[config.mk]
export PLATFORM = sky130hd
export DESIGN_NAME = exposure_timer_mode_controller_unit
export DESIGN_NICKNAME = d
export VERILOG_FILES = /design/src/etmc_pkg.sv /design/src/exposure_timer_mode_controller_unit.sv
export SDC_FILE = /design/constraint.sdc
export NUM_CORES = 2
export LEC_CHECK = 0
export BUFFER_PORTS_ARGS = -buffer_cell sky130_fd_sc_hd__buf_4
export CAP_MARGIN = 40
export CORE_MARGIN = 2
export CORE_UTILIZATION = 55
export DETAILED_ROUTE_END_ITERATION = 8
export HOLD_SLACK_MARGIN = 0.06
export PLACE_DENSITY_LB_ADDON = 0.12
export SYNTH_ARGS = -nofsm -noshare
export SYNTH_HDL_FRONTEND = slang
export SYNTH_SLANG_ARGS = --single-unit
[constraint.sdc]
create_clock -name clk -period 6.9 [get_ports clk]
set_input_delay 0.345 -clock clk [delete_from_list [all_inputs] [get_ports clk]]
set_output_delay 0.345 -clock clk [all_outputs]
set_load 0.01 [all_outputs]
[src/etmc_pkg.sv]
// Shared types and constants for the exposure timer mode controller.
// No dependencies; imported by the top level and by its port checker.
`timescale 1ns / 1ps

package etmc_pkg;

    // Operating modes, in the order the user steps through them
    typedef enum logic [3:0] {
        MODE_SHOW_MIN  = 4'd0,
        MODE_EDIT_MIN  = 4'd1,
        MODE_SHOW_SPD  = 4'd2,
        MODE_EDIT_SPD  = 4'd3,
        MODE_PREPARE   = 4'd4,
        MODE_COUNTDOWN = 4'd5,
        MODE_PAUSED    = 4'd6,
        MODE_DONE      = 4'd7,
        MODE_IDLE      = 4'd8
    } mode_t;

    // Configuration register indexes
    localparam logic [2:0] REG_DURATION_LOW   = 3'd0;
    localparam logic [2:0] REG_DURATION_HIGH  = 3'd1;
    localparam logic [2:0] REG_SPEED_INCR     = 3'd2;
    localparam logic [2:0] REG_MAX_STEP_RATE  = 3'd3;
    localparam logic [2:0] REG_TICK_PERIOD    = 3'd4;

    // Encoder and button codes
    localparam logic [1:0] ENC_CW     = 2'b01;
    localparam logic [1:0] ENC_CCW    = 2'b11;
    localparam logic [1:0] BTN_CLICK  = 2'd1;
    localparam logic [1:0] BTN_LONG   = 2'd2;

    // Beat widths
    localparam int IN_DATA_W  = 40;
    localparam int OUT_DATA_W = 72;

    localparam logic [6:0]  SPEED_MAX      = 7'd100;
    localparam logic [22:0] MS_PER_MINUTE  = 23'd60000;
    localparam logic [7:0]  SECS_PER_MIN   = 8'd60;

    // Reciprocal constants: floor(x / d) = (x * RECIP) >> SHIFT, exact over
    // the value ranges used here
    localparam logic [17:0] RECIP_100   = 18'd167773;    // x < 2^17, shift 24
    localparam int          SHIFT_100   = 24;
    localparam logic [23:0] RECIP_1000  = 24'd8589935;   // x < 2^23, shift 33
    localparam int          SHIFT_1000  = 33;
    localparam logic [14:0] RECIP_60    = 15'd17477;     // x < 2^14, shift 20
    localparam int          SHIFT_60    = 20;

    // Per-poll status as it leaves the mode machine
    typedef struct packed {
        mode_t        mode;
        logic [6:0]   minutes;
        logic [6:0]   speed;
        logic         motor;
        logic [22:0]  remaining;
        logic         lamp;
        logic         screen;
        logic         rate_upd;
    } poll_status_t;

endpackage

[src/exposure_timer_mode_controller_unit.sv]
// Exposure timer mode controller: mode machine, countdown and display math.
// Depends on etmc_pkg for the mode type, codes and reciprocal constants.
`timescale 1ns / 1ps

// Usage
//   Slave stream s_*: one poll per beat. tdata carries the millisecond time,
//   the encoder detent and the button event.
//   Master stream m_*: one result beat per poll with the mode, the settings,
//   the step rate, the remaining time, its minute and second digits and the
//   lamp and display flags.
//   Configuration: cfg_we writes cfg_data into register cfg_index;
//   write only while no poll is in flight.
// Timing
//   One poll per cycle is taken and delivered in steady state while m_tready
//   stays high. The mode machine updates all state in the single cycle a poll
//   leaves the input register; the three stages after the mode machine hold
//   the rate scaling and the two constant divisions that split the remaining
//   time into minutes and seconds.
// Reset and stall
//   rst_n clears all stage valids and loads the state and configuration
//   defaults. When m_tready is low the result holds and the stages behind
//   it keep filling; s_tready falls only once every stage holds a poll.
module exposure_timer_mode_controller_unit
    import etmc_pkg::*;
(
    input  logic                  clk,
    input  logic                  rst_n,
    // now_ms[31:0], encoder_move[33:32], button_event[35:34], zero[39:36]
    input  logic [IN_DATA_W-1:0]  s_tdata,
    input  logic                  s_tvalid,
    output logic                  s_tready,
    // mode_now[3:0], minutes_set[10:4], speed_percent[17:11], step_rate[27:18],
    // motor_running[28], remaining_ms[51:29], shown_minutes[57:52],
    // shown_seconds[63:58], leds_on[64], display_on[65], zero[71:66]
    output logic [OUT_DATA_W-1:0] m_tdata,
    output logic                  m_tvalid,
    input  logic                  m_tready,
    input  logic                  cfg_we,
    input  logic [2:0]            cfg_index,
    input  logic [15:0]           cfg_data
);

    // Configuration registers
    logic [6:0]   dur_low_reg;
    logic [6:0]   dur_high_reg;
    logic [6:0]   speed_incr_reg;
    logic [9:0]   max_rate_reg;
    logic [15:0]  tick_period_reg;

    // Controller state
    mode_t        mode_reg, mode_next, mode_mid;
    logic [6:0]   minutes_reg, minutes_next;
    logic [6:0]   speed_reg, speed_next;
    logic [22:0]  remaining_reg, remaining_next;
    logic [31:0]  last_update_reg, last_update_next;
    logic         lamp_reg, lamp_next;
    logic         screen_reg, screen_next;
    logic         rate_upd;

    // Pipeline stages
    logic         s1_valid_reg;
    logic [31:0]  s1_now_reg;
    logic [1:0]   s1_enc_reg;
    logic [1:0]   s1_btn_reg;

    logic         s2_valid_reg;
    poll_status_t s2_reg;

    logic         s3_valid_reg;
    poll_status_t s3_reg;
    logic [16:0]  s3_rate_prod_reg;
    logic [13:0]  s3_secs_reg;

    logic         s4_valid_reg;
    poll_status_t s4_reg;
    logic [9:0]   s4_rate_reg;
    logic [13:0]  s4_secs_reg;
    logic [7:0]   s4_mins_reg;

    logic         out_valid_reg;
    poll_status_t out_reg;
    logic [9:0]   rate_reg;
    logic [5:0]   shown_min_reg;
    logic [5:0]   shown_sec_reg;

    logic         out_free, s4_free, s3_free, s2_free, s1_free;

    // Datapath intermediates
    logic              mv_up, mv_dn, moved;
    logic [31:0]       passed;
    logic signed [8:0] min_sum;
    logic [6:0]        min_wrapped;
    logic signed [8:0] spd_delta;
    logic signed [8:0] spd_sum;
    logic [6:0]        spd_wrapped;
    logic [6:0]        spd_keep;
    logic [22:0]       prep_remaining;
    logic [34:0]       rate_scaled;
    logic [46:0]       secs_scaled;
    logic [28:0]       mins_scaled;
    logic [13:0]       mins_times60;
    logic [13:0]       sec_digit_wide;
    logic [7:0]        min_digit_wide;

    // Stage handshakes: a stage moves when the one ahead can take its beat
    assign out_free = !out_valid_reg || m_tready;
    assign s4_free  = !s4_valid_reg  || out_free;
    assign s3_free  = !s3_valid_reg  || s4_free;
    assign s2_free  = !s2_valid_reg  || s3_free;
    assign s1_free  = !s1_valid_reg  || s2_free;
    assign s_tready = s1_free;

    // Configuration writes
    always_ff @(posedge clk or negedge rst_n)
    begin
        if (!rst_n)
        begin
            dur_low_reg     <= 7'd1;
            dur_high_reg    <= 7'd90;
            speed_incr_reg  <= 7'd10;
            max_rate_reg    <= 10'd500;
            tick_period_reg <= 16'd1000;
        end
        else if (cfg_we)
        begin
            unique case (cfg_index)
                REG_DURATION_LOW:  dur_low_reg     <= cfg_data[6:0];
                REG_DURATION_HIGH: dur_high_reg    <= cfg_data[6:0];
                REG_SPEED_INCR:    speed_incr_reg  <= cfg_data[6:0];
                REG_MAX_STEP_RATE: max_rate_reg    <= cfg_data[9:0];
                REG_TICK_PERIOD:   tick_period_reg <= cfg_data;
                default:           ;
            endcase
        end
    end

    // Input register
    always_ff @(posedge clk or negedge rst_n)
    begin
        if (!rst_n)
        begin
            s1_valid_reg <= 1'b0;
        end
        else if (s1_free)
        begin
            s1_valid_reg <= s_tvalid;
        end
    end

    always_ff @(posedge clk)
    begin
        if (s1_free && s_tvalid)
        begin
            s1_now_reg <= s_tdata[31:0];
            s1_enc_reg <= s_tdata[33:32];
            s1_btn_reg <= s_tdata[35:34];
        end
    end

    // Encoder, wrap and countdown arithmetic
    always_comb
    begin
        mv_up  = (s1_enc_reg == ENC_CW);
        mv_dn  = (s1_enc_reg == ENC_CCW);
        moved  = mv_up || mv_dn;
        passed = s1_now_reg - last_update_reg;

        min_sum = $signed({2'b00, minutes_reg}) + (mv_up ? 9'sd1 : (mv_dn ? -9'sd1 : 9'sd0));
        if (min_sum < $signed({2'b00, dur_low_reg}))
            min_wrapped = dur_high_reg;
        else if (min_sum > $signed({2'b00, dur_high_reg}))
            min_wrapped = dur_low_reg;
        else
            min_wrapped = min_sum[6:0];

        if (mv_up)
            spd_delta = $signed({2'b00, speed_incr_reg});
        else if (mv_dn)
            spd_delta = -$signed({2'b00, speed_incr_reg});
        else
            spd_delta = 9'sd0;
        spd_sum = $signed({2'b00, speed_reg}) + spd_delta;
        if (spd_sum < 9'sd0)
            spd_wrapped = SPEED_MAX;
        else if (spd_sum > $signed({2'b00, SPEED_MAX}))
            spd_wrapped = 7'd0;
        else
            spd_wrapped = spd_sum[6:0];

        // Entering speed edit re-applies the wrap without a step
        spd_keep = (speed_reg > SPEED_MAX) ? 7'd0 : speed_reg;

        prep_remaining = {16'd0, minutes_reg} * MS_PER_MINUTE;
    end

    // Mode machine: next state
    always_comb
    begin
        mode_mid         = mode_reg;
        minutes_next     = minutes_reg;
        speed_next       = speed_reg;
        remaining_next   = remaining_reg;
        last_update_next = last_update_reg;
        lamp_next        = lamp_reg;
        screen_next      = screen_reg;
        rate_upd         = 1'b0;

        unique case (mode_reg)
            MODE_SHOW_MIN:
            begin
                mode_mid = MODE_EDIT_MIN;
            end
            MODE_EDIT_MIN:
            begin
                if (moved)
                    minutes_next = min_wrapped;
            end
            MODE_SHOW_SPD:
            begin
                speed_next = spd_keep;
                rate_upd   = 1'b1;
                mode_mid   = MODE_EDIT_SPD;
            end
            MODE_EDIT_SPD:
            begin
                if (moved)
                begin
                    speed_next = spd_wrapped;
                    rate_upd   = 1'b1;
                end
            end
            MODE_PREPARE:
            begin
                remaining_next   = prep_remaining;
                last_update_next = s1_now_reg;
                lamp_next        = 1'b1;
                mode_mid         = MODE_COUNTDOWN;
            end
            MODE_COUNTDOWN:
            begin
                if (moved)
                begin
                    speed_next = spd_wrapped;
                    rate_upd   = 1'b1;
                end
                if (moved || passed >= {16'd0, tick_period_reg})
                begin
                    last_update_next = s1_now_reg;
                    if (passed < {9'd0, remaining_reg})
                        remaining_next = remaining_reg - passed[22:0];
                    else
                        mode_mid = MODE_DONE;
                end
            end
            MODE_DONE:
            begin
                screen_next = 1'b0;
                lamp_next   = 1'b0;
                mode_mid    = MODE_IDLE;
            end
            default:
            begin
                mode_mid = mode_reg;
            end
        endcase

        // Button acts on the mode the machine just produced
        mode_next = mode_mid;
        if (s1_btn_reg == BTN_CLICK)
        begin
            unique case (mode_mid)
                MODE_EDIT_MIN:  mode_next = MODE_SHOW_SPD;
                MODE_EDIT_SPD:  mode_next = MODE_PREPARE;
                MODE_COUNTDOWN: mode_next = MODE_PAUSED;
                MODE_PAUSED:
                begin
                    last_update_next = s1_now_reg;
                    mode_next        = MODE_COUNTDOWN;
                end
                MODE_IDLE:
                begin
                    mode_next   = MODE_SHOW_MIN;
                    screen_next = 1'b1;
                end
                default:        mode_next = mode_mid;
            endcase
        end
        else if (s1_btn_reg == BTN_LONG)
        begin
            mode_next   = MODE_SHOW_MIN;
            screen_next = 1'b1;
        end
    end

    // Commit state as a poll moves into the status stage
    always_ff @(posedge clk or negedge rst_n)
    begin
        if (!rst_n)
        begin
            mode_reg        <= MODE_SHOW_MIN;
            minutes_reg     <= 7'd15;
            speed_reg       <= 7'd20;
            remaining_reg   <= 23'd0;
            last_update_reg <= 32'd0;
            lamp_reg        <= 1'b0;
            screen_reg      <= 1'b1;
        end
        else if (s1_valid_reg && s2_free)
        begin
            mode_reg        <= mode_next;
            minutes_reg     <= minutes_next;
            speed_reg       <= speed_next;
            remaining_reg   <= remaining_next;
            last_update_reg <= last_update_next;
            lamp_reg        <= lamp_next;
            screen_reg      <= screen_next;
        end
    end

    // Status stage
    always_ff @(posedge clk or negedge rst_n)
    begin
        if (!rst_n)
            s2_valid_reg <= 1'b0;
        else if (s2_free)
            s2_valid_reg <= s1_valid_reg;
    end

    always_ff @(posedge clk)
    begin
        if (s2_free && s1_valid_reg)
        begin
            s2_reg.mode      <= mode_next;
            s2_reg.minutes   <= minutes_next;
            s2_reg.speed     <= speed_next;
            s2_reg.motor     <= (mode_reg == MODE_EDIT_SPD) || (mode_reg == MODE_COUNTDOWN);
            s2_reg.remaining <= remaining_next;
            s2_reg.lamp      <= lamp_next;
            s2_reg.screen    <= screen_next;
            s2_reg.rate_upd  <= rate_upd;
        end
    end

    // Product stage: speed times max rate, remaining scaled toward seconds
    assign secs_scaled = {24'd0, s2_reg.remaining} * {23'd0, RECIP_1000};

    always_ff @(posedge clk or negedge rst_n)
    begin
        if (!rst_n)
            s3_valid_reg <= 1'b0;
        else if (s3_free)
            s3_valid_reg <= s2_valid_reg;
    end

    always_ff @(posedge clk)
    begin
        if (s3_free && s2_valid_reg)
        begin
            s3_reg           <= s2_reg;
            s3_rate_prod_reg <= {10'd0, s2_reg.speed} * {7'd0, max_rate_reg};
            s3_secs_reg      <= secs_scaled[SHIFT_1000 +: 14];
        end
    end

    // Quotient stage: rate over one hundred, seconds over sixty
    assign rate_scaled = {18'd0, s3_rate_prod_reg} * {17'd0, RECIP_100};
    assign mins_scaled = {15'd0, s3_secs_reg} * {14'd0, RECIP_60};

    always_ff @(posedge clk or negedge rst_n)
    begin
        if (!rst_n)
            s4_valid_reg <= 1'b0;
        else if (s4_free)
            s4_valid_reg <= s3_valid_reg;
    end

    always_ff @(posedge clk)
    begin
        if (s4_free && s3_valid_reg)
        begin
            s4_reg      <= s3_reg;
            s4_rate_reg <= rate_scaled[SHIFT_100 +: 10];
            s4_secs_reg <= s3_secs_reg;
            s4_mins_reg <= mins_scaled[SHIFT_60 +: 8];
        end
    end

    // Digit split: seconds remainder and minutes modulo sixty
    always_comb
    begin
        mins_times60   = ({6'd0, s4_mins_reg} << 6) - ({6'd0, s4_mins_reg} << 2);
        sec_digit_wide = s4_secs_reg - mins_times60;
        if (s4_mins_reg >= (SECS_PER_MIN << 1))
            min_digit_wide = s4_mins_reg - (SECS_PER_MIN << 1);
        else if (s4_mins_reg >= SECS_PER_MIN)
            min_digit_wide = s4_mins_reg - SECS_PER_MIN;
        else
            min_digit_wide = s4_mins_reg;
    end

    // Result register; the step rate holds between speed changes
    always_ff @(posedge clk or negedge rst_n)
    begin
        if (!rst_n)
        begin
            out_valid_reg <= 1'b0;
            rate_reg      <= 10'd0;
        end
        else if (out_free)
        begin
            out_valid_reg <= s4_valid_reg;
            if (s4_valid_reg && s4_reg.rate_upd)
                rate_reg <= s4_rate_reg;
        end
    end

    always_ff @(posedge clk)
    begin
        if (out_free && s4_valid_reg)
        begin
            out_reg       <= s4_reg;
            shown_min_reg <= min_digit_wide[5:0];
            shown_sec_reg <= sec_digit_wide[5:0];
        end
    end

    assign m_tvalid = out_valid_reg;
    assign m_tdata  = {6'd0,
                       out_reg.screen,
                       out_reg.lamp,
                       shown_sec_reg,
                       shown_min_reg,
                       out_reg.remaining,
                       out_reg.motor,
                       rate_reg,
                       out_reg.speed,
                       out_reg.minutes,
                       out_reg.mode};

endmodule

==> flow_summary.yaml <==
setup_path:
  r2r_start: "s2_reg[23]$_DFFE_PP_"
  crit_required_ns: 7.24
  cp_slowest_stage_delay_ns: 0.54
  worst_path_max_delay_cell: "fa_1"
  startpoint_type: "register"
  r2r_slack_ns: 0.02
  path_common_cell: "fa_1"
  cp-end-kind: "register"
  path_class: "reg -> reg"
  r2r.worst_path.cells: 25
  r2r_end: "s3_secs_reg[12]$_DFFE_PP_"
  arrival_ns: 7.22
  crit_path_max_fanout: 8
final_layout:
  final_common_cell: "inv_1"
  area_delta_synth_final_pct: 12.8
  drive_above_1_share: 0.118
  nFillCells: 5669
  fin_util: 0.625
  n_antenna_cell: 0
  final_cell_mix: "inv_1 (721), ha_1 (665), fa_1 (338)"
  nNetsFinal: 4907
grt:
  antenna_found_initial: 3
  grt_pass1_vias: 26800
  track_usage: 0.237
  grt_pass1_wl_um: 138000
  grt_max_degree: 87
  grt-ovfl-total: 0
timing:
  finalSetupTns_ns: 0
  holdWs_ns: 0.0970
  relSlewSlack: 0.372
  rsz0062_at_grt: "true"
  period_minus_slack_ns: 6.88
  slew_violations: 0
  fin_crit_sh: 0.997
  finalSetupViolCount: 0
  max_freq_mhz: 145
  worst_pin_slew_ns: 0.938
  final-hold-violation-count: 0
  timing.final.ws_setup_ns: 0.0187
  finalClockSkew_ns: 0.0208
place:
  gp_congestion: 0.913
  dp_slack_ns: -0.237
  io_buffers: 127
  hpwl_um: 66900
synth:
  synth.distinct_cells: 85
  synth_area_per_cell_um2: 10.8
  synthArstFlopShare: 0.327
  ys_seq_elements: 419
  synthesis.instances: 3568
  synth.top_cell.area_share: 0.219
  ys_seq_area_frac: 0.309
  synth_top_cell_by_area: "edfxtp_1"
  synth.area.top_cells: "edfxtp_1 (22%), ha_1 (22%), fa_1 (18%)"
  syn_area_um2: 38700
  synthFlopType: "edfxtp_1"
  ys_warn_count: 0
  synth-edff-count: 282
floorplanning:
  die-area_um2: 72400
  start_util: 0.554
  die_h_um: 269
  rows: 97
  ios: 138
  die_w_um: 269
  core_area_um2: 69800
clocking:
  clock-root-buffer: "clkbuf_16"
  tritoncts: "yes"
  clkSinkCount: 419
  clk_pin_slew_worst_paths_ns: 0.06
  clk_latency_ns: 0.61
  cts_max_level: 2
  clock_path_buffers: 3
  cts_buffers: 48
routing:
  detail-route-antenna-nets: 0
  remaining_drc_errors: 0
  routed_wl_um: 83300
  drt_first_pass_iters: 6
  post_drt_wl_per_cell_um: 17.3
  num_vias: 25600
  drt_iter0_drc: 1275
  vias_per_cell: 5.33
min_path:
  hold_depth: 4
  worst_hold_path_type: "in -> reg"
  hold_end: "dur_low_reg[1]$_DFFE_PN0P_"
  hold_start: "cfg_index[2]"
flow_run:
  max_cap_violations: 0
status:
  outcome: "finished clean"
[synthesized netlist by cell type, types with 27 or more instances]
cell type,instances
clkbuf_1,55
mux2_4,29
nand3_1,28
ha_1,669
nor2b_1,29
and2_1,38
o21a_1,28
o21ai_0,137
inv_1,729
xnor2_1,74
nor3_1,38
a21o_1,58
xor2_1,46
nand2_1,209
edfxtp_1,282
nand2b_1,27
fa_1,343
mux2_2,39
nor2_1,118
a21oi_1,144
dfrtp_1,111
[worst max path at each step]
stage / startpoint / end / slack [ns]
after floorplan: s2_reg[23]$_DFFE_PP_ / s3_secs_reg[12]$_DFFE_PP_ / 0.05
after global placement: s2_reg[23]$_DFFE_PP_ / s3_secs_reg[12]$_DFFE_PP_ / -0.18
after detailed placement: s2_reg[23]$_DFFE_PP_ / s3_secs_reg[12]$_DFFE_PP_ / -0.24
after CTS: s2_reg[25]$_DFFE_PP_ / s3_secs_reg[12]$_DFFE_PP_ / 0.004
after global routing: s2_reg[23]$_DFFE_PP_ / s3_secs_reg[12]$_DFFE_PP_ / -0.24
final: s2_reg[23]$_DFFE_PP_ / s3_secs_reg[12]$_DFFE_PP_ / 0.02
[through the flow]
step | area (um2) | cells
global placement | 41200 | 4658
detailed placement | 41300 | 4665
global route | 43600 | 4810
floorplan | 38700 | 3573
finish | 43600 | 4810
CTS | 43500 | 4808
[final cells by class]
class / instances / area [um2] / share of cell area
Multi-Input combinational cell: 2355 / 23800 / 0.546
Tap cell: 940 / 1180 / 0.0270
Clock inverter: 30 / 320 / 0.00734
Clock buffer: 59 / 1310 / 0.0299
Sequential cell: 419 / 11900 / 0.273
Inverter: 730 / 2740 / 0.0628
Timing Repair Buffer: 277 / 2330 / 0.0534
[critical path, delay by kind of cell (launching register included)]
kind                     cells  cell delay [ns]
AO/OA/AOI/OAI                5             1.20
XOR/XNOR                     1             0.13
adder cells (fa/ha/maj)      8             3.29
buffers and inverters        7             0.62
flip-flops                   1             0.38
AND/OR/NAND/NOR              4             1.01
[cell families after synthesis]
logic type / synth area share
muxes: 0.0237
DFF: 0.309
buffers and inverters: 0.0795
and+or+nand+nor: 0.0715
adders and majority gates: 0.394
other: 0.0000970
xor gates and xnor gates: 0.0272
AOI/OAI and AO/OA: 0.0954
[metal layers]
layer	share of wire	up-vias	global-route usage
met1	0.46	12500	0.328
met4	0.026	4	0.0626
met3	0.048	122	0.0341
met5	0.00032	-	0
met2	0.47	524	0.393
li1	-	12500	-
[what timing repair did]
| item | in CTS | in global routing |
|---|---|---|
| hold buffers | 54 | 0 |
| resized for setup | 3 | 22 |
| setup endpoints to repair | 7 | 8 |
| hold endpoints to repair | 140 | 0 |
| pin swaps | 6 | 38 |
| setup buffers | 0 | 2 |
Power is left out: the tool's default activity adds up to more than one toggle a clock period on the data nets, which glitch-free logic cannot reach.
